$ cat src/hw/rtl/csmv_pkg.sv
`default_nettype none
// ----------------------------------------------------------------------------
// csmv_pkg
// Shared types and constants of the CSR sparse matrix-vector block.
// ----------------------------------------------------------------------------
package csmv_pkg;

  localparam int ADDR_W = 4;
  localparam int TW     = 97;  // row-end accumulator, holds alpha*sum + beta*y<<16

  typedef enum logic [1:0] {
    OP_LOAD  = 2'd0,
    OP_NZ    = 2'd1,
    OP_EMPTY = 2'd2,
    OP_NONE  = 2'd3
  } opcode_t;

  localparam logic [1:0] REG_ALPHA     = 2'd0;
  localparam logic [1:0] REG_BETA      = 2'd1;
  localparam logic [1:0] REG_START_ROW = 2'd2;

  localparam logic [31:0] ALPHA_RESET = 32'h0001_0000;
  localparam logic [31:0] BETA_RESET  = 32'h0000_0000;

  localparam logic [TW-1:0] ROUND_BIAS = TW'(1) << 31;

  typedef enum logic [2:0] {
    MUL_NONE = 3'd0,
    MUL_X    = 3'd1,
    MUL_LO   = 3'd2,
    MUL_HI   = 3'd3,
    MUL_BY   = 3'd4
  } mul_sel_t;

  typedef enum logic [2:0] {
    ACC_NONE  = 3'd0,
    ACC_SUM   = 3'd1,
    ACC_INIT  = 3'd2,
    ACC_ADD32 = 3'd3,
    ACC_ADD16 = 3'd4
  } acc_sel_t;

  typedef struct packed {
    logic     take;
    mul_sel_t mul;
    acc_sel_t acc;
    logic     finish;
  } cmd_t;

  typedef struct packed {
    logic closes;
    logic out_busy;
  } stat_t;

  typedef struct packed {
    logic [31:0] alpha;
    logic [31:0] beta;
    logic [15:0] start_row;
    logic        row_load;
  } cfg_t;

endpackage
`default_nettype wire

$ cat src/hw/rtl/csmv_regs.sv
`default_nettype none
// ----------------------------------------------------------------------------
// csmv_regs
// APB register file: alpha, beta, start_row.
// ----------------------------------------------------------------------------
module csmv_regs (
  input  wire logic                        clk,
  input  wire logic                        rst,
  input  wire logic                        psel,
  input  wire logic                        penable,
  input  wire logic                        pwrite,
  input  wire logic [csmv_pkg::ADDR_W-1:0] paddr,
  input  wire logic [31:0]                 pwdata,
  output logic      [31:0]                 prdata,
  output logic                             pready,
  output csmv_pkg::cfg_t                   cfg
);
  import csmv_pkg::*;

  logic [31:0] alpha;
  logic [31:0] beta;
  logic [15:0] start_row;
  logic        wr;
  logic [1:0]  idx;

  assign pready = 1'b1;
  assign wr     = psel && penable && pwrite && pready;
  assign idx    = paddr[3:2];

  always_ff @(posedge clk) begin
    if (rst) begin
      alpha     <= ALPHA_RESET;
      beta      <= BETA_RESET;
      start_row <= 16'd0;
    end else if (wr) begin
      case (idx)
        REG_ALPHA:     alpha     <= pwdata;
        REG_BETA:      beta      <= pwdata;
        REG_START_ROW: start_row <= pwdata[15:0];
        default: ;
      endcase
    end
  end

  always_comb begin
    case (idx)
      REG_ALPHA:     prdata = alpha;
      REG_BETA:      prdata = beta;
      REG_START_ROW: prdata = {16'd0, start_row};
      default:       prdata = 32'd0;
    endcase
  end

  assign cfg.alpha     = alpha;
  assign cfg.beta      = beta;
  assign cfg.start_row = pwdata[15:0];
  assign cfg.row_load  = wr && (idx == REG_START_ROW);

endmodule
`default_nettype wire

$ cat config.mk
export PLATFORM = sky130hd
export DESIGN_NAME = csmv_regs
export DESIGN_NICKNAME = d
export VERILOG_FILES = /design/src/hw/rtl/csmv_pkg.sv /design/src/hw/rtl/csmv_regs.sv
export SDC_FILE = /design/constraint.sdc
export NUM_CORES = 1
export LEC_CHECK = 0
export BUFFER_PORTS_ARGS = -buffer_cell sky130_fd_sc_hd__buf_2
export CAP_MARGIN = 20
export CORE_ASPECT_RATIO = 1.75
export CORE_UTILIZATION = 45
export DETAILED_ROUTE_END_ITERATION = 10
export PLACE_DENSITY_LB_ADDON = 0.25
export SKIP_CTS_REPAIR_TIMING = 1
export SYNTH_ARGS = -nofsm -noshare
export SYNTH_HDL_FRONTEND = slang
export SYNTH_SLANG_ARGS = --single-unit
$ cat constraint.sdc
create_clock -name clk -period 1.4 [get_ports clk]
set_input_delay 0.14 -clock clk [delete_from_list [all_inputs] [get_ports clk]]
set_output_delay 0.14 -clock clk [all_outputs]
set_load 0.05 [all_outputs]
==> flow_metrics.py <==
metrics = {
    "cts": {
        "cts_num_sinks": 80,
        "clk_pin_slew_ps": 60,
        "cts_root_buffer": "clkbuf_16",
        "h-tree-depth": 3,
        "cts_tree": "done",
        "clk_latency_ps": 330,
        "cts_buffer_depth": 2,
        "cts_buffers": 9,
    },
    "synthesis": {
        "synth_seq_cells": 80,
        "synth_top_family_by_area": "multiplexers",
        "syn_inst": 410,
        "synthAdderAreaFrac_pct": 0,
        "synth.distinct_cells": 19,
        "synth_mux_area_share_pct": 28.0,
        "synthSimpleGateAreaFrac_pct": 22.1,
        "yosysSeqAreaShare_pct": 40.0,
        "synth_top_cell_area_share_pct": 40.0,
        "synth_nets": 451,
        "synth_compound_area_share_pct": 2.00,
        "yosys-top-cells-area": "dfxtp_1 40%, mux2i_1 28%, nand2b_1 17%",
        "synthXorXnorAreaFrac_pct": 0,
        "syn-cell-area_mm2": 0.00400,
        "synth_top_area_cell": "dfxtp_1",
        "syn_avg_cell_area_um2": 9.76,
        "synth_warnings": 0,
    },
    "cells_and_area": {
        "fin_cells": 664,
        "layout.nets": 584,
        "n_fill_cell": 764,
        "drive_gt1_share_pct": 40.2,
        "layout_common_cells": "142 x buf_2, 112 x mux2i_1, 111 x nand2b_1, 80 x dfxtp_1",
        "layout_commonest_cell": "buf_2",
        "design_area_mm2": 0.00535,
        "diodes": 0,
        "areaGrowthSynthToFinish_pct": 33.7,
    },
    "floorplan": {
        "num_rows": 45,
        "die_area_mm2": 0.00929,
        "core_mm2": 0.00867,
        "die_x_um": 73.3,
        "die_h_um": 127,
        "initial_utilization_pct": 46.1,
        "io_pins": 155,
    },
    "setup_path": {
        "start_kind": "flop",
        "cp_data_required_time_ps": 1260,
        "r2r_cells": 2,
        "worstPathCellList": "mux2i_1, o21ai_4, buf_2",
        "path_buf_inv": 1,
        "max_stage_delay_ps": 360,
        "crit_type": "flop to output pin",
        "worst_ep_arrival_time_ps": 1210,
        "cp_max_fo": 3,
        "reg2reg_setup_slack_ps": 750,
        "crit_slowest_cell": "dfxtp_1",
        "worstSetupEndpointType": "output pin",
        "crit_start": "beta[11]",
        "timing.rr.start": "alpha[23]",
        "cp_num_cells": 3,
        "reg2reg_to": "alpha[23]",
        "crit_end": "prdata[11]",
        "crit_family": "flip-flops",
    },
    "drt": {
        "drtIter0Drc": 115,
        "ant_nets": 0,
        "dr_total_vias": 3212,
        "drtPass1Iterations": 4,
        "drc_errors": 0,
        "wl_per_cell_um": 14.1,
        "via_per_inst": 4.84,
        "drt-total-wl_mm": 9.37,
    },
    "placed_design": {
        "port_buffers": 151,
        "dp_hpwl_mm": 6.74,
        "gp_congestion": 0.773,
        "dp.cells": 649,
        "postPlaceCellArea_mm2": 0.00504,
        "pre_cts_ws_ps": 11.3,
    },
    "power": {
        "p_leak_uw": 0.00266,
        "peakVddDrop_mv": 0.760,
        "power_density_mw_per_mm2": 989,
        "p_total_uw": 5290,
    },
    "sta": {
        "fin_tns_setup_ps": 0,
        "period_minus_slack_ps": 1350,
        "drv_slew": 0,
        "setup_viol": 0,
        "fin_skew_ps": 0,
        "fin_crit_sh_pct": 96.5,
        "setup_ws_ps": 49.4,
        "hold_violations": 0,
        "rsz0062_at_grt": "no",
        "fmax_mhz": 740,
    },
    "grt": {
        "grt_pass1_vias": 3227,
        "grt_first_pass_wirelength_mm": 15.0,
        "track_usage_pct": 21.1,
        "grt_max_degree": 114,
        "antenna_found_initial": 0,
        "grt_overflow": 0,
    },
    "job": {
        "max-cap-violations": 0,
    },
    "hold_path": {
        "hold_class": "input pin to flop",
    },
    "outcome": {
        "status": "completed",
    },
}
per-stage QoR:
stage                     utilization [%]  hold slack [ps]
after detailed placement             58.1              428
after global routing                 61.7              105
after global placement               58.1              410
after floorplan                         -              295
after CTS                            61.5             75.7
final                                61.7             87.2
synth_stat cells:
cell type / n
nor2b_4: 1
nand2b_1: 111
nand2_1: 16
dfxtp_1: 80
clkbuf_1: 16
nand3_2: 1
nor3_2: 1
nor2_1: 18
buf_4: 22
conb_1: 1
buf_6: 5
nor3b_1: 1
mux2i_1: 112
o21ai_0: 16
or3b_1: 1
buf_2: 5
inv_1: 1
nand4_1: 1
or3_1: 1
worst min-delay path by stage:
stage | startpoint | end | slack [ps] | cells past startpoint
3_5_place_dp | pwdata[16] | alpha[16] | 430 | 3
5_1_grt | pwdata[26] | alpha[26] | 100 | 3
4_1_cts | pwdata[16] | beta[16] | 80 | 3
3_3_place_gp | pwdata[16] | alpha[16] | 410 | 3
6_report | pwdata[16] | alpha[16] | 90 | 3
2_1_floorplan | pwdata[16] | beta[16] | 300 | 2
where the power goes:
part / switching [µW] / internal, µW / leakage [µW] / total [µW]
clock: 870 / 1410 / 0.000145 / 2280
sequential: 21.1 / 2310 / 0.000646 / 2330
combinational: 447 / 238 / 0.00187 / 685
total: 1340 / 3950 / 0.00266 / 5290
final cells by class:
class / count / area, µm² / share of cell area, %
multi-input cells: 281 / 2310 / 43.3
flip-flops and latches: 80 / 1600 / 29.9
repair buffers: 170 / 996 / 18.6
clock buffers: 11 / 243 / 4.54
well taps: 117 / 146 / 2.74
clock inverters: 4 / 45.0 / 0.842
inverters: 1 / 3.75 / 0.0702
metal layers:
layer  track usage (%)  share of wire (%)
met5                 0                  0
met4              8.88                1.9
met3              5.56                4.8
met2              37.1                 52
met1              23.4                 41
registers in the layout, summed over array words and instances, names as in the netlist:
signal	flops
alpha	32
beta	32
start_row	16
cell families after synthesis:
logic type             Yosys count
AOI/OAI and AO/OA               16
buffers and inverters           49
DFF                             80
muxes                          112
other                            1
and+or+nand+nor                152
worst reg2reg max path: cells and delay by family (launching register included):
kind / cells / cell delay [ps]
DFF: 1 / 370
muxes: 1 / 140
and+or+nand+nor: 1 / 70
Power figures use the tool's default switching activity.
