==> src/hw/rtl/csmv_pkg.sv <==
`default_nettype none
// ----------------------------------------------------------------------------
// csmv_pkg
// Shared types and constants of the CSR sparse matrix-vector block.
// ----------------------------------------------------------------------------
package csmv_pkg;

  localparam int ADDR_W = 4;
  localparam int TW     = 97;  // row-end accumulator, holds alpha*sum + beta*y<<16

  typedef enum logic [1:0] {
    OP_LOAD  = 2'd0,
    OP_NZ    = 2'd1,
    OP_EMPTY = 2'd2,
    OP_NONE  = 2'd3
  } opcode_t;

  localparam logic [1:0] REG_ALPHA     = 2'd0;
  localparam logic [1:0] REG_BETA      = 2'd1;
  localparam logic [1:0] REG_START_ROW = 2'd2;

  localparam logic [31:0] ALPHA_RESET = 32'h0001_0000;
  localparam logic [31:0] BETA_RESET  = 32'h0000_0000;

  localparam logic [TW-1:0] ROUND_BIAS = TW'(1) << 31;

  typedef enum logic [2:0] {
    MUL_NONE = 3'd0,
    MUL_X    = 3'd1,
    MUL_LO   = 3'd2,
    MUL_HI   = 3'd3,
    MUL_BY   = 3'd4
  } mul_sel_t;

  typedef enum logic [2:0] {
    ACC_NONE  = 3'd0,
    ACC_SUM   = 3'd1,
    ACC_INIT  = 3'd2,
    ACC_ADD32 = 3'd3,
    ACC_ADD16 = 3'd4
  } acc_sel_t;

  typedef struct packed {
    logic     take;
    mul_sel_t mul;
    acc_sel_t acc;
    logic     finish;
  } cmd_t;

  typedef struct packed {
    logic closes;
    logic out_busy;
  } stat_t;

  typedef struct packed {
    logic [31:0] alpha;
    logic [31:0] beta;
    logic [15:0] start_row;
    logic        row_load;
  } cfg_t;

endpackage
`default_nettype wire

==> src/hw/rtl/csmv_ctrl.sv <==
`default_nettype none
// ----------------------------------------------------------------------------
// csmv_ctrl
// Sequencer: per-item multiply-accumulate and row-end scaling steps.
// ----------------------------------------------------------------------------
module csmv_ctrl (
  input  wire logic             clk,
  input  wire logic             rst,
  input  wire logic             in_valid,
  input  wire logic [1:0]       opcode,
  input  wire csmv_pkg::stat_t  stat,
  output logic                  in_stall,
  output csmv_pkg::cmd_t        cmd
);
  import csmv_pkg::*;

  typedef enum logic [7:0] {
    S_IDLE = 8'b0000_0001,
    S_MULX = 8'b0000_0010,
    S_ACC  = 8'b0000_0100,
    S_LO   = 8'b0000_1000,
    S_HI   = 8'b0001_0000,
    S_BY   = 8'b0010_0000,
    S_ADD  = 8'b0100_0000,
    S_OUT  = 8'b1000_0000
  } state_t;

  state_t state;
  state_t state_next;

  assign in_stall = (state != S_IDLE);

  always_comb begin
    state_next = state;
    cmd        = '{take: 1'b0, mul: MUL_NONE, acc: ACC_NONE, finish: 1'b0};
    case (state)
      S_IDLE: begin
        if (in_valid) begin
          cmd.take = 1'b1;
          case (opcode)
            OP_NZ:    state_next = S_MULX;
            OP_EMPTY: state_next = S_LO;
            default:  state_next = S_IDLE;
          endcase
        end
      end
      S_MULX: begin
        cmd.mul    = MUL_X;
        state_next = S_ACC;
      end
      S_ACC: begin
        cmd.acc    = ACC_SUM;
        state_next = stat.closes ? S_LO : S_IDLE;
      end
      S_LO: begin
        cmd.mul    = MUL_LO;
        state_next = S_HI;
      end
      S_HI: begin
        cmd.mul    = MUL_HI;
        cmd.acc    = ACC_INIT;
        state_next = S_BY;
      end
      S_BY: begin
        cmd.mul    = MUL_BY;
        cmd.acc    = ACC_ADD32;
        state_next = S_ADD;
      end
      S_ADD: begin
        cmd.acc    = ACC_ADD16;
        state_next = S_OUT;
      end
      S_OUT: begin
        if (!stat.out_busy) begin
          cmd.finish = 1'b1;
          state_next = S_IDLE;
        end
      end
      default: state_next = S_IDLE;
    endcase
  end

  always_ff @(posedge clk) begin
    if (rst) begin
      state <= S_IDLE;
    end else begin
      state <= state_next;
    end
  end

endmodule
`default_nettype wire

==> config.mk <==
export PLATFORM = sky130hd
export DESIGN_NAME = csmv_ctrl
export DESIGN_NICKNAME = d
export VERILOG_FILES = /design/src/hw/rtl/csmv_pkg.sv /design/src/hw/rtl/csmv_ctrl.sv
export SDC_FILE = /design/constraint.sdc
export NUM_CORES = 1
export LEC_CHECK = 0
export BUFFER_PORTS_ARGS = -buffer_cell sky130_fd_sc_hd__buf_2
export CAP_MARGIN = 20
export CORE_MARGIN = 5
export CORE_UTILIZATION = 30
export DETAILED_ROUTE_END_ITERATION = 12
export PLACE_DENSITY = 0.58
export SYNTH_ARGS = -nofsm -noshare
export SYNTH_HDL_FRONTEND = slang
export SYNTH_SLANG_ARGS = --single-unit
export TNS_END_PERCENT = 1
==> constraint.sdc <==
create_clock -name clk -period 2.7 [get_ports clk]
set_input_delay 0.27 -clock clk [delete_from_list [all_inputs] [get_ports clk]]
set_output_delay 0.27 -clock clk [all_outputs]
set_load 0.005 [all_outputs]
==> run_summary.xml, run 1 <==
<?xml version="1.0" encoding="UTF-8"?>
<metrics>
  <group name="finish">
    <metric name="final_nets" unit="">96</metric>
    <metric name="final_instance_area" unit="um2">701</metric>
    <metric name="largest_register_ff_count" unit="">8</metric>
    <metric name="finalCoreUtilization" unit="">0.365</metric>
    <metric name="layoutNonFillerInstCount" unit="">112</metric>
    <metric name="filler_cell_count" unit="">221</metric>
    <metric name="registers.top_by_ff_count" unit="">state</metric>
    <metric name="layout-drive-gt1-share" unit="">0.318</metric>
    <metric name="diodes" unit="">0</metric>
    <metric name="synthToLayoutAreaGrowth" unit="%">17.6</metric>
    <metric name="top_regs" unit="">state (8)</metric>
  </group>
  <group name="setup_path">
    <metric name="crit_fanout" unit="">6</metric>
    <metric name="crit_chain" unit="">or3_4 -&gt; or4_4 -&gt; nor2_4 -&gt; a31o_1 -&gt; buf_2</metric>
    <metric name="critical_path_required" unit="ns">2.43</metric>
    <metric name="cp_slowest_cell" unit="">or4_4</metric>
    <metric name="crit_path_max_incr_delay" unit="ns">0.47</metric>
    <metric name="worstSetupStartpointType" unit="">register</metric>
    <metric name="worst_setup_ep_type" unit="">output pin</metric>
    <metric name="timing_worst_setup_path_type" unit="">register to output pin</metric>
    <metric name="critPathArrivalTime" unit="ns">1.80</metric>
  </group>
  <group name="global_routing">
    <metric name="via_count_of_the_first_global_routing_pass" unit="">539</metric>
    <metric name="globalRoute.totalOverflow" unit="">0</metric>
    <metric name="pin_count_of_the_biggest_net_entering_global_routing" unit="">14</metric>
    <metric name="global_route_usage_over_all_layers" unit="">0.106</metric>
    <metric name="wire_length_of_the_first_global_routing_pass" unit="um">2270</metric>
    <metric name="grt_antenna_before_repair" unit="">0</metric>
  </group>
  <group name="die">
    <metric name="dieHeight" unit="um">54.6</metric>
    <metric name="fp.dieW" unit="um">54.6</metric>
    <metric name="io_pins" unit="">16</metric>
    <metric name="die-area" unit="um2">2980</metric>
    <metric name="core-area" unit="um2">1920</metric>
    <metric name="initial_core_utilization" unit="">0.310</metric>
    <metric name="number_of_rows_created_at_floorplan" unit="">16</metric>
  </group>
  <group name="power_and_ir_drop">
    <metric name="p_sw" unit="uW">110</metric>
    <metric name="power_density" unit="nW/um2">483</metric>
    <metric name="vdd.ir_drop.worst" unit="uV">189</metric>
    <metric name="share_comb_of_total_power" unit="">0.318</metric>
    <metric name="power.sequential.fraction" unit="">0.406</metric>
    <metric name="power_frac_clock" unit="">0.276</metric>
    <metric name="power.switching_fraction" unit="">0.326</metric>
    <metric name="power.internal" unit="uW">228</metric>
    <metric name="leakage" unit="uW">0.000300</metric>
  </group>
  <group name="sta">
    <metric name="maxClockFrequency" unit="MHz">483</metric>
    <metric name="worst_slew_pin_slew" unit="ns">0.480</metric>
    <metric name="max-slew-margin-rel" unit="">0.675</metric>
    <metric name="slew_viol_final" unit="">0</metric>
    <metric name="layout_worst_path_cycle_share" unit="">0.767</metric>
    <metric name="final.min_clock_period" unit="ns">2.07</metric>
    <metric name="final_layout_worst_hold_slack" unit="ns">0.317</metric>
    <metric name="rsz0062_at_grt" unit="">no</metric>
    <metric name="finalClockSkew" unit="ns">0.00349</metric>
    <metric name="aggregate_negative_setup_slack" unit="ns">0</metric>
    <metric name="hold_violations" unit="">0</metric>
    <metric name="setup_viol_count_final" unit="">0</metric>
  </group>
  <group name="placed_design">
    <metric name="placed_cells" unit="">109</metric>
    <metric name="port_buffers" unit="">15</metric>
    <metric name="dpl.hpwl" unit="um">1080</metric>
    <metric name="routability_congestion_estimate" unit="">0.851</metric>
    <metric name="placedInstanceArea" unit="um2">678</metric>
  </group>
  <group name="clock_network">
    <metric name="clock_tree.buffer_depth" unit="">2</metric>
    <metric name="tritoncts" unit="">done</metric>
    <metric name="clk_transition_reported_paths" unit="ns">0.06</metric>
    <metric name="inserted_clock_buffers" unit="">3</metric>
    <metric name="htreeDepth" unit="">1</metric>
    <metric name="clock_tree.root_cell" unit="">clkbuf_4</metric>
    <metric name="post-cts-setup-buffer-count" unit="">0</metric>
    <metric name="cts_repair_resize_count" unit="">0</metric>
    <metric name="clk_latency" unit="ns">0.25</metric>
    <metric name="number_of_buffers_added_to_fix_hold_violations_after_cts" unit="">0</metric>
    <metric name="cts_sinks" unit="">8</metric>
  </group>
  <group name="hold_path">
    <metric name="hp-class" unit="">input pin to register</metric>
  </group>
  <group name="run_status">
    <metric name="outcome" unit="">completed</metric>
  </group>
  <group name="detailed_routing">
    <metric name="viasPerCell" unit="">5.04</metric>
    <metric name="detail_route.wirelength" unit="um">1370</metric>
    <metric name="post_drt_wl_per_cell" unit="um">12.3</metric>
    <metric name="postRouteAntennaNets" unit="">0</metric>
    <metric name="dr.first_iter.drc_count" unit="">9</metric>
    <metric name="remaining_drc_errors" unit="">0</metric>
    <metric name="first_pass_iters" unit="">4</metric>
    <metric name="dr_total_vias" unit="">565</metric>
  </group>
  <group name="yosys">
    <metric name="synth.yosys.seq_area_share" unit="">0.269</metric>
    <metric name="post_synth_design_cell_area" unit="um2">596</metric>
    <metric name="synth.avg_cell_area" unit="um2">8.51</metric>
    <metric name="synth-warning-count" unit="">0</metric>
    <metric name="yosys.cell_types.count" unit="">34</metric>
    <metric name="net_count_after_synthesis" unit="">79</metric>
    <metric name="synthesized_flop_and_latch_total" unit="">8</metric>
    <metric name="synthCells" unit="">70</metric>
  </group>
  <group name="job">
    <metric name="maxCapViolations" unit="">0</metric>
  </group>
</metrics>
## critical path, delay by kind of cell, from the launching register on
kind,cells,cell delay (ns)
AOI/OAI and AO/OA,1,0.09
buffers and inverters,1,0.10
DFF,1,0.35
and+or+nand+nor,3,1.00
## layout make-up
type                       instances  area (um2)  area share
inverter                           3        11.3      0.0161
sequential                         8         160       0.229
tap                               27        33.8      0.0482
multi-input combinational         56         398       0.568
clock buffer                       3        22.5      0.0321
timing repair buffer              15        75.1       0.107
## synth_stat cells (all sizes together)
cell type / count / share of area
nor2: 6 / 0.055
dfxtp: 8 / 0.27
buf: 2 / 0.038
a21oi: 4 / 0.034
xnor2: 3 / 0.044
o21bai: 2 / 0.025
nand3: 2 / 0.017
and3b: 1 / 0.015
o22ai: 1 / 0.011
xor2: 1 / 0.015
nand2: 2 / 0.013
nand2b: 5 / 0.053
nor4: 5 / 0.053
nand4: 1 / 0.011
nor2b: 1 / 0.011
a31o: 1 / 0.015
o2bb2ai: 1 / 0.025
or4: 2 / 0.038
o21ai: 2 / 0.017
and4b: 2 / 0.034
o211ai: 1 / 0.013
and3: 2 / 0.021
nor4b: 1 / 0.015
ha: 2 / 0.042
or2: 2 / 0.025
or3: 2 / 0.029
o21ba: 1 / 0.017
clkbuf: 1 / 0.0063
nor3: 3 / 0.025
inv: 3 / 0.019
## through the flow
| step | worst slack (ns) | power, uW |
|---|---|---|
| 6_report | 0.628 | 338 |
| 5_1_grt | 0.537 | 365 |
| 4_1_cts | 0.620 | 344 |
| 3_5_place_dp | 0.905 | 247 |
| 3_3_place_gp | 0.922 | 246 |
| 2_1_floorplan | 1.02 | 218 |
## path summary, 6_finish.rpt
| path | start | to | slack (ns) | depth (start not counted) |
|---|---|---|---|---|
| worst min-delay path | rst | state[1] | 0.32 | 2 |
| worst max register to register | state[4] | state[0] | 0.99 | 5 |
| worst max-delay path | state[7] | cmd[1] | 0.63 | 5 |
| worst min register to register | state[1] | state[2] | 0.55 | 2 |
## placed cells by master, fill, tap and decap left out
master	synthesis	final
xor2_1	1	1
inv_1	3	3
clkbuf_4	0	3
o21ai_0	2	2
buf_2	0	15
ha_1	2	2
dfxtp_1	8	8
or3_4	1	1
and3_1	2	2
nor3_1	3	3
and4b_1	2	2
or2_4	1	1
or3_1	1	1
nand3_1	2	2
a31o_1	1	1
o21bai_1	2	2
and3b_1	1	1
or2_2	1	1
nor4b_1	1	1
nor2b_1	1	1
nor2_2	1	1
xnor2_1	3	3
nor2_1	4	4
nor4_1	5	5
or4_4	2	2
nand4_1	1	1
o22ai_1	1	1
a21oi_1	4	4
nand2b_1	5	5
nand2_1	2	2
o211ai_1	1	1
o2bb2ai_2	1	1
o21ba_2	1	1
nor2_4	1	1
## power groups by stage
stage	clock (uW)	sequential (uW)	combinational, uW
finish	93.3	137	108
detailed placement	0	139	107
global placement	0	139	107
floorplan	0	135	82.6
CTS	98.7	137	108
global route	107	139	119
## kinds of logic (layout without fill, tap and decap cells)
kind of cell               after synthesis  in the layout  synth area share
buffers and inverters                    6             21            0.0630
AOI/OAI and AO/OA                       13             13             0.155
adders and majority gates                2              2            0.0420
xor gates and xnor gates                 4              4            0.0588
and+or+nand+nor                         37             37             0.412
DFF                                      8              8             0.269
## metal layers
layer,vias up,track usage,routed length (um)
li1,292,-,-
met1,254,0.137,700
met2,17,0.159,590
met3,2,0.0218,61
met4,0,0.0622,20
met5,-,0,0
Note: power is estimated with default switching activity, not from simulation.
==> inputs of run 2 (changes only) <==
ABC_AREA = 1   (was not set)
PLACE_DENSITY = 0.61   (was 0.58)
clock period = 1.85 ns   (was 2.7 ns; I/O delays follow)
==> run_summary.xml, run 2 <==
<?xml version="1.0" encoding="UTF-8"?>
<metrics>
  <group name="detailed_routing">
    <metric name="viasPerCell" unit="">4.22</metric>
    <metric name="detail_route.wirelength" unit="um">1210</metric>
    <metric name="remaining_drc_errors" unit="">0</metric>
    <metric name="dr.first_iter.drc_count" unit="">9</metric>
    <metric name="post_drt_wl_per_cell" unit="um">9.08</metric>
    <metric name="dr_total_vias" unit="">561</metric>
    <metric name="first_pass_iters" unit="">4</metric>
    <metric name="postRouteAntennaNets" unit="">0</metric>
  </group>
  <group name="die">
    <metric name="initial_core_utilization" unit="">0.318</metric>
    <metric name="io_pins" unit="">16</metric>
    <metric name="dieHeight" unit="um">53.0</metric>
    <metric name="number_of_rows_created_at_floorplan" unit="">15</metric>
    <metric name="fp.dieW" unit="um">53.0</metric>
    <metric name="core-area" unit="um2">1750</metric>
    <metric name="die-area" unit="um2">2810</metric>
  </group>
  <group name="clock_network">
    <metric name="number_of_buffers_added_to_fix_hold_violations_after_cts" unit="">0</metric>
    <metric name="post-cts-setup-buffer-count" unit="">0</metric>
    <metric name="cts_sinks" unit="">8</metric>
    <metric name="clock_tree.buffer_depth" unit="">2</metric>
    <metric name="htreeDepth" unit="">1</metric>
    <metric name="clock_tree.root_cell" unit="">clkbuf_4</metric>
    <metric name="tritoncts" unit="">done</metric>
    <metric name="cts_repair_resize_count" unit="">0</metric>
    <metric name="clk_latency" unit="ns">0.26</metric>
    <metric name="clk_transition_reported_paths" unit="ns">0.06</metric>
    <metric name="inserted_clock_buffers" unit="">3</metric>
  </group>
  <group name="yosys">
    <metric name="synth_top_cells_by_count" unit="">nand2_1 (25), inv_1 (15), nor2_1 (15)</metric>
    <metric name="synthesized_flop_and_latch_total" unit="">8</metric>
    <metric name="post_synth_design_cell_area" unit="um2">554</metric>
    <metric name="yosys.cell_types.count" unit="">16</metric>
    <metric name="post_synth_xor_area_fraction" unit="">0</metric>
    <metric name="synth_edf_count" unit="">0</metric>
    <metric name="synth-compound-area-share" unit="">0.0497</metric>
    <metric name="ys_dominant_reg_cell" unit="">dfxtp_1</metric>
    <metric name="synth.yosys.seq_area_share" unit="">0.289</metric>
    <metric name="post_synthesis_simple_gate_area_fraction" unit="">0.481</metric>
    <metric name="synth_top_area_cell" unit="">dfxtp_1</metric>
    <metric name="synthArstFlopShare" unit="">0</metric>
    <metric name="synthCells" unit="">91</metric>
    <metric name="post_synth_mux_area_share" unit="">0</metric>
    <metric name="synth.top_cells.by_area" unit="">dfxtp_1 (29%), nand2_1 (17%), inv_1 (10%), nor2_1 (10%), nand2_2 (9.0%)</metric>
    <metric name="net_count_after_synthesis" unit="">100</metric>
    <metric name="main_combinational_cell_family_by_area_after_synthesis" unit="">simple AND/OR/NAND/NOR gates</metric>
    <metric name="synth_most_common_cell" unit="">nand2_1</metric>
    <metric name="synth-adder-area-share" unit="">0.0451</metric>
    <metric name="synth_top_area_share" unit="">0.289</metric>
    <metric name="synth.avg_cell_area" unit="um2">6.09</metric>
    <metric name="synth-warning-count" unit="">0</metric>
  </group>
  <group name="finish">
    <metric name="layout-drive-gt1-share" unit="">0.324</metric>
    <metric name="largest_register_ff_count" unit="">8</metric>
    <metric name="layoutNonFillerInstCount" unit="">133</metric>
    <metric name="registers.top_by_ff_count" unit="">state</metric>
    <metric name="finalCoreUtilization" unit="">0.389</metric>
    <metric name="diodes" unit="">0</metric>
    <metric name="multi_input_area" unit="um2">319</metric>
    <metric name="final_nets" unit="">119</metric>
    <metric name="top_regs" unit="">state (8)</metric>
    <metric name="final_common_cell" unit="">nand2_1</metric>
    <metric name="final-seq-area" unit="um2">160</metric>
    <metric name="filler_cell_count" unit="">205</metric>
    <metric name="synthToLayoutAreaGrowth" unit="%">22.6</metric>
    <metric name="most_frequent_cells_in_the_layout" unit="">nand2_1 (25), inv_1 (15), nor2_1 (15), buf_2 (15)</metric>
  </group>
  <group name="global_routing">
    <metric name="globalRoute.totalOverflow" unit="">0</metric>
    <metric name="grt_antenna_before_repair" unit="">0</metric>
    <metric name="via_count_of_the_first_global_routing_pass" unit="">502</metric>
    <metric name="global_route_usage_over_all_layers" unit="">0.101</metric>
    <metric name="wire_length_of_the_first_global_routing_pass" unit="um">2040</metric>
    <metric name="pin_count_of_the_biggest_net_entering_global_routing" unit="">9</metric>
  </group>
  <group name="setup_path">
    <metric name="worst_setup_ep_type" unit="">output pin</metric>
    <metric name="worstReg2RegEnd" unit="">state[0]</metric>
    <metric name="ff2ff_setup_slack" unit="ns">0.66</metric>
    <metric name="worstSetupStartpointType" unit="">register</metric>
    <metric name="worst_reg2reg_path_length_in_cells" unit="">8</metric>
    <metric name="timing_worst_setup_path_type" unit="">register to output pin</metric>
    <metric name="critical_path_required" unit="ns">1.66</metric>
    <metric name="regToRegStartpoint" unit="">state[4]</metric>
    <metric name="crit_start" unit="">state[6]</metric>
    <metric name="crit_fanout" unit="">6</metric>
    <metric name="critPathArrivalTime" unit="ns">1.26</metric>
  </group>
  <group name="hold_path">
    <metric name="holdPathEnd" unit="">state[4]</metric>
    <metric name="min_from" unit="">rst</metric>
    <metric name="hp-class" unit="">input pin to register</metric>
    <metric name="worstHoldPathCells" unit="">2</metric>
  </group>
  <group name="run_status">
    <metric name="outcome" unit="">completed</metric>
  </group>
  <group name="sta">
    <metric name="finalClockSkew" unit="ns">0.0138</metric>
    <metric name="maxClockFrequency" unit="MHz">693</metric>
    <metric name="hold_violations" unit="">0</metric>
    <metric name="slew_viol_final" unit="">0</metric>
    <metric name="final.min_clock_period" unit="ns">1.44</metric>
    <metric name="rsz0062_at_grt" unit="">no</metric>
    <metric name="max-slew-margin-rel" unit="">0.839</metric>
    <metric name="layout_worst_path_cycle_share" unit="">0.780</metric>
    <metric name="worst_slew_pin_slew" unit="ns">0.240</metric>
    <metric name="setup_viol_count_final" unit="">0</metric>
    <metric name="aggregate_negative_setup_slack" unit="ns">0</metric>
  </group>
  <group name="placed_design">
    <metric name="dpl.hpwl" unit="um">1030</metric>
    <metric name="port_buffers" unit="">15</metric>
    <metric name="routability_congestion_estimate" unit="">0.813</metric>
    <metric name="placed_cells" unit="">130</metric>
  </group>
  <group name="power_and_ir_drop">
    <metric name="power_density" unit="nW/um2">599</metric>
    <metric name="vdd.ir_drop.worst" unit="uV">263</metric>
    <metric name="leakage" unit="uW">0.000406</metric>
  </group>
  <group name="job">
    <metric name="maxCapViolations" unit="">0</metric>
  </group>
</metrics>
[run 2: cell types whose count changed after synthesis, sizes merged, moves of 3 or more]
cell and delta:
nor4 -5, nand2b -5, nand2 +31, xnor2 -3
inv +16, nor2 +13
[run 2: worst max path at each step]
stage | depth (start not counted) | endpoint | slack (ns)
after floorplan | 8 | state[0] | 0.79
after global placement | 6 | cmd[7] | 0.67
after detailed placement | 6 | cmd[7] | 0.68
after CTS | 6 | cmd[7] | 0.39
after global routing | 6 | cmd[7] | 0.28
final | 6 | cmd[7] | 0.41
[run 2: routing by layer]
metal,track usage,up-vias,routed length (um)
li1,-,304,-
met1,0.128,236,558
met2,0.149,19,553
met3,0.0197,2,75
met4,0.0766,0,19
met5,0,-,0
[run 2: cells by family after synthesis]
family          count (synthesis)
simple gates                   57
fa+ha+maj                       2
flops                           8
buf+inv                        20
compound gates                  4
[run 2: report_power, final]
part	total, uW	switching (uW)	internal (uW)
registers	181	2.91	178
logic	91.7	57.4	34.3
clock network	135	60.3	74.3
[run 2: critical path: stages, from the launching register on]
cell and delay [ns]:
dfxtp_1 0.34, nor2_2 0.13, nand2_2 0.09, nor2_4 0.18
inv_2 0.07, nor2_4 0.08, buf_2 0.11
[run 2: metrics by stage]
stage / power (uW) / instance area, um2 / setup WS, ns / hold slack (ns)
2_1_floorplan: 251 / 554 / 0.789 / 0.363
3_3_place_gp: 276 / 657 / 0.672 / 0.485
3_5_place_dp: 277 / 657 / 0.679 / 0.489
4_1_cts: 412 / 679 / 0.389 / 0.210
5_1_grt: 445 / 679 / 0.277 / 0.233
6_report: 407 / 679 / 0.406 / 0.213
[run 2: layout make-up]
cell class	instances	area share
Multi-Input combinational cell	63	0.470
Sequential cell	8	0.236
Timing Repair Buffer	15	0.110
Inverter	19	0.105
Tap cell	25	0.0460
Clock buffer	3	0.0331
==> inputs of run 3 (changes only) <==
PLACE_DENSITY = 0.59   (was 0.61)
clock period = 1.5 ns   (was 1.85 ns; I/O delays follow)
==> run_summary.xml, run 3 (same netlist as run 2, synthesis figures left out) <==
<?xml version="1.0" encoding="UTF-8"?>
<metrics>
  <group name="finish">
    <metric name="largest_register_ff_count" unit="">8</metric>
    <metric name="final_common_cell" unit="">nand2_1</metric>
    <metric name="diodes" unit="">0</metric>
    <metric name="final_nets" unit="">119</metric>
    <metric name="filler_cell_count" unit="">197</metric>
    <metric name="final-seq-area" unit="um2">160</metric>
    <metric name="top_regs" unit="">state (8)</metric>
    <metric name="multi_input_area" unit="um2">319</metric>
    <metric name="registers.top_by_ff_count" unit="">state</metric>
    <metric name="most_frequent_cells_in_the_layout" unit="">nand2_1 (25), inv_1 (15), nor2_1 (15), buf_2 (15)</metric>
    <metric name="layout-drive-gt1-share" unit="">0.324</metric>
    <metric name="layoutNonFillerInstCount" unit="">133</metric>
    <metric name="synthToLayoutAreaGrowth" unit="%">22.6</metric>
  </group>
  <group name="sta">
    <metric name="aggregate_negative_setup_slack" unit="ns">0</metric>
    <metric name="maxClockFrequency" unit="MHz">720</metric>
    <metric name="max-slew-margin-rel" unit="">0.835</metric>
    <metric name="worst_slew_pin_slew" unit="ns">0.246</metric>
    <metric name="final_layout_worst_hold_slack" unit="ns">0.184</metric>
    <metric name="setup_viol_count_final" unit="">0</metric>
    <metric name="final.min_clock_period" unit="ns">1.39</metric>
    <metric name="layout_worst_path_cycle_share" unit="">0.926</metric>
    <metric name="rsz0062_at_grt" unit="">no</metric>
    <metric name="hold_violations" unit="">0</metric>
    <metric name="finalClockSkew" unit="ns">0.000515</metric>
    <metric name="slew_viol_final" unit="">0</metric>
  </group>
  <group name="setup_path">
    <metric name="critPathArrivalTime" unit="ns">1.24</metric>
    <metric name="timing_worst_setup_path_type" unit="">register to output pin</metric>
    <metric name="worstSetupStartpointType" unit="">register</metric>
    <metric name="cp_slowest_cell" unit="">dfxtp_1</metric>
    <metric name="worst_setup_ep_type" unit="">output pin</metric>
    <metric name="critical_path_required" unit="ns">1.35</metric>
    <metric name="crit_fanout" unit="">6</metric>
    <metric name="cp_most_frequent_cell" unit="">nor2_4</metric>
    <metric name="crit_path_max_incr_delay" unit="ns">0.34</metric>
    <metric name="crit_chain" unit="">nor2_2 -&gt; nand2_2 -&gt; nor2_4 -&gt; inv_2 -&gt; nor2_4 -&gt; buf_2</metric>
  </group>
  <group name="detailed_routing">
    <metric name="dr.first_iter.drc_count" unit="">19</metric>
    <metric name="first_pass_iters" unit="">4</metric>
    <metric name="dr_total_vias" unit="">579</metric>
    <metric name="viasPerCell" unit="">4.35</metric>
    <metric name="postRouteAntennaNets" unit="">0</metric>
    <metric name="remaining_drc_errors" unit="">0</metric>
    <metric name="post_drt_wl_per_cell" unit="um">9.19</metric>
    <metric name="detail_route.wirelength" unit="um">1220</metric>
  </group>
  <group name="clock_network">
    <metric name="post-cts-setup-buffer-count" unit="">0</metric>
    <metric name="cts_repair_resize_count" unit="">0</metric>
    <metric name="clock_tree.buffer_depth" unit="">2</metric>
    <metric name="clock_tree.root_cell" unit="">clkbuf_4</metric>
    <metric name="htreeDepth" unit="">1</metric>
    <metric name="clk_transition_reported_paths" unit="ns">0.05</metric>
    <metric name="clk_latency" unit="ns">0.25</metric>
    <metric name="number_of_buffers_added_to_fix_hold_violations_after_cts" unit="">0</metric>
    <metric name="cts_sinks" unit="">8</metric>
    <metric name="inserted_clock_buffers" unit="">3</metric>
    <metric name="tritoncts" unit="">done</metric>
  </group>
  <group name="die">
    <metric name="core-area" unit="um2">1750</metric>
    <metric name="fp.dieW" unit="um">53.0</metric>
    <metric name="number_of_rows_created_at_floorplan" unit="">15</metric>
    <metric name="dieHeight" unit="um">53.0</metric>
    <metric name="io_pins" unit="">16</metric>
    <metric name="die-area" unit="um2">2810</metric>
    <metric name="initial_core_utilization" unit="">0.318</metric>
  </group>
  <group name="power_and_ir_drop">
    <metric name="power.sequential.fraction" unit="">0.445</metric>
    <metric name="share_comb_of_total_power" unit="">0.230</metric>
    <metric name="power_frac_clock" unit="">0.325</metric>
    <metric name="vdd.ir_drop.worst" unit="uV">420</metric>
    <metric name="p_sw" unit="uW">147</metric>
    <metric name="power.switching_fraction" unit="">0.294</metric>
    <metric name="power_density" unit="nW/um2">735</metric>
    <metric name="design_power_total" unit="uW">499</metric>
    <metric name="leakage" unit="uW">0.000406</metric>
    <metric name="power.internal" unit="uW">353</metric>
  </group>
  <group name="global_routing">
    <metric name="grt_antenna_before_repair" unit="">0</metric>
    <metric name="wire_length_of_the_first_global_routing_pass" unit="um">2200</metric>
    <metric name="global_route_usage_over_all_layers" unit="">0.108</metric>
    <metric name="pin_count_of_the_biggest_net_entering_global_routing" unit="">9</metric>
    <metric name="via_count_of_the_first_global_routing_pass" unit="">549</metric>
    <metric name="globalRoute.totalOverflow" unit="">0</metric>
  </group>
  <group name="hold_path">
    <metric name="hp-class" unit="">input pin to register</metric>
  </group>
  <group name="placed_design">
    <metric name="placed_cells" unit="">130</metric>
    <metric name="routability_congestion_estimate" unit="">0.750</metric>
    <metric name="port_buffers" unit="">15</metric>
    <metric name="dpl.hpwl" unit="um">1050</metric>
  </group>
  <group name="run_status">
    <metric name="outcome" unit="">completed</metric>
  </group>
  <group name="job">
    <metric name="maxCapViolations" unit="">0</metric>
  </group>
</metrics>
==> run 3: final cells by class <==
type | count | share of cell area
tap | 25 | 0.0460
timing repair buffer | 15 | 0.110
sequential | 8 | 0.236
clock buffer | 3 | 0.0331
inverter | 19 | 0.105
multi-input combinational | 63 | 0.470
==> run 3: path summary, 6_finish.rpt <==
kind | slack (ns) | to | cells after the start | start
setup reg to reg | 0.28 | state[0] | 8 | state[5]
hold reg to reg | 0.58 | state[2] | 4 | state[1]
hold / removal | 0.18 | state[1] | 2 | rst
setup / recovery | 0.11 | cmd[7] | 6 | state[6]
==> run 3: metal layers <==
metal / vias up / part of all wire / routed length [um] / global-route usage
li1: 305 / - / - / -
met1: 245 / 0.47 / 577 / 0.143
met2: 23 / 0.41 / 497 / 0.155
met3: 6 / 0.080 / 98 / 0.0197
met4: 0 / 0.039 / 48 / 0.0723
met5: - / 0 / 0 / 0
==> run 3: worst max-delay path, delay by kind of cell (launching register included) <==
kind	cells	cell delay, ns
buf+inv	2	0.18
flops	1	0.34
simple gates	4	0.47
==> run 3: power by group through the flow <==
stage,clock (uW),sequential (uW),combinational (uW)
floorplan,0,226,83.7
global placement,0,227,114
detailed placement,0,227,115
CTS,165,222,116
global route,179,223,129
finish,162,222,115
==> run 3: metrics by stage <==
stage | cell area, um2 | utilization | worst slack (ns)
floorplan | 554 | - | 0.439
global placement | 657 | 0.376 | 0.305
detailed placement | 657 | 0.376 | 0.309
CTS | 679 | 0.389 | 0.0953
global route | 679 | 0.389 | 0.00118
finish | 679 | 0.389 | 0.111
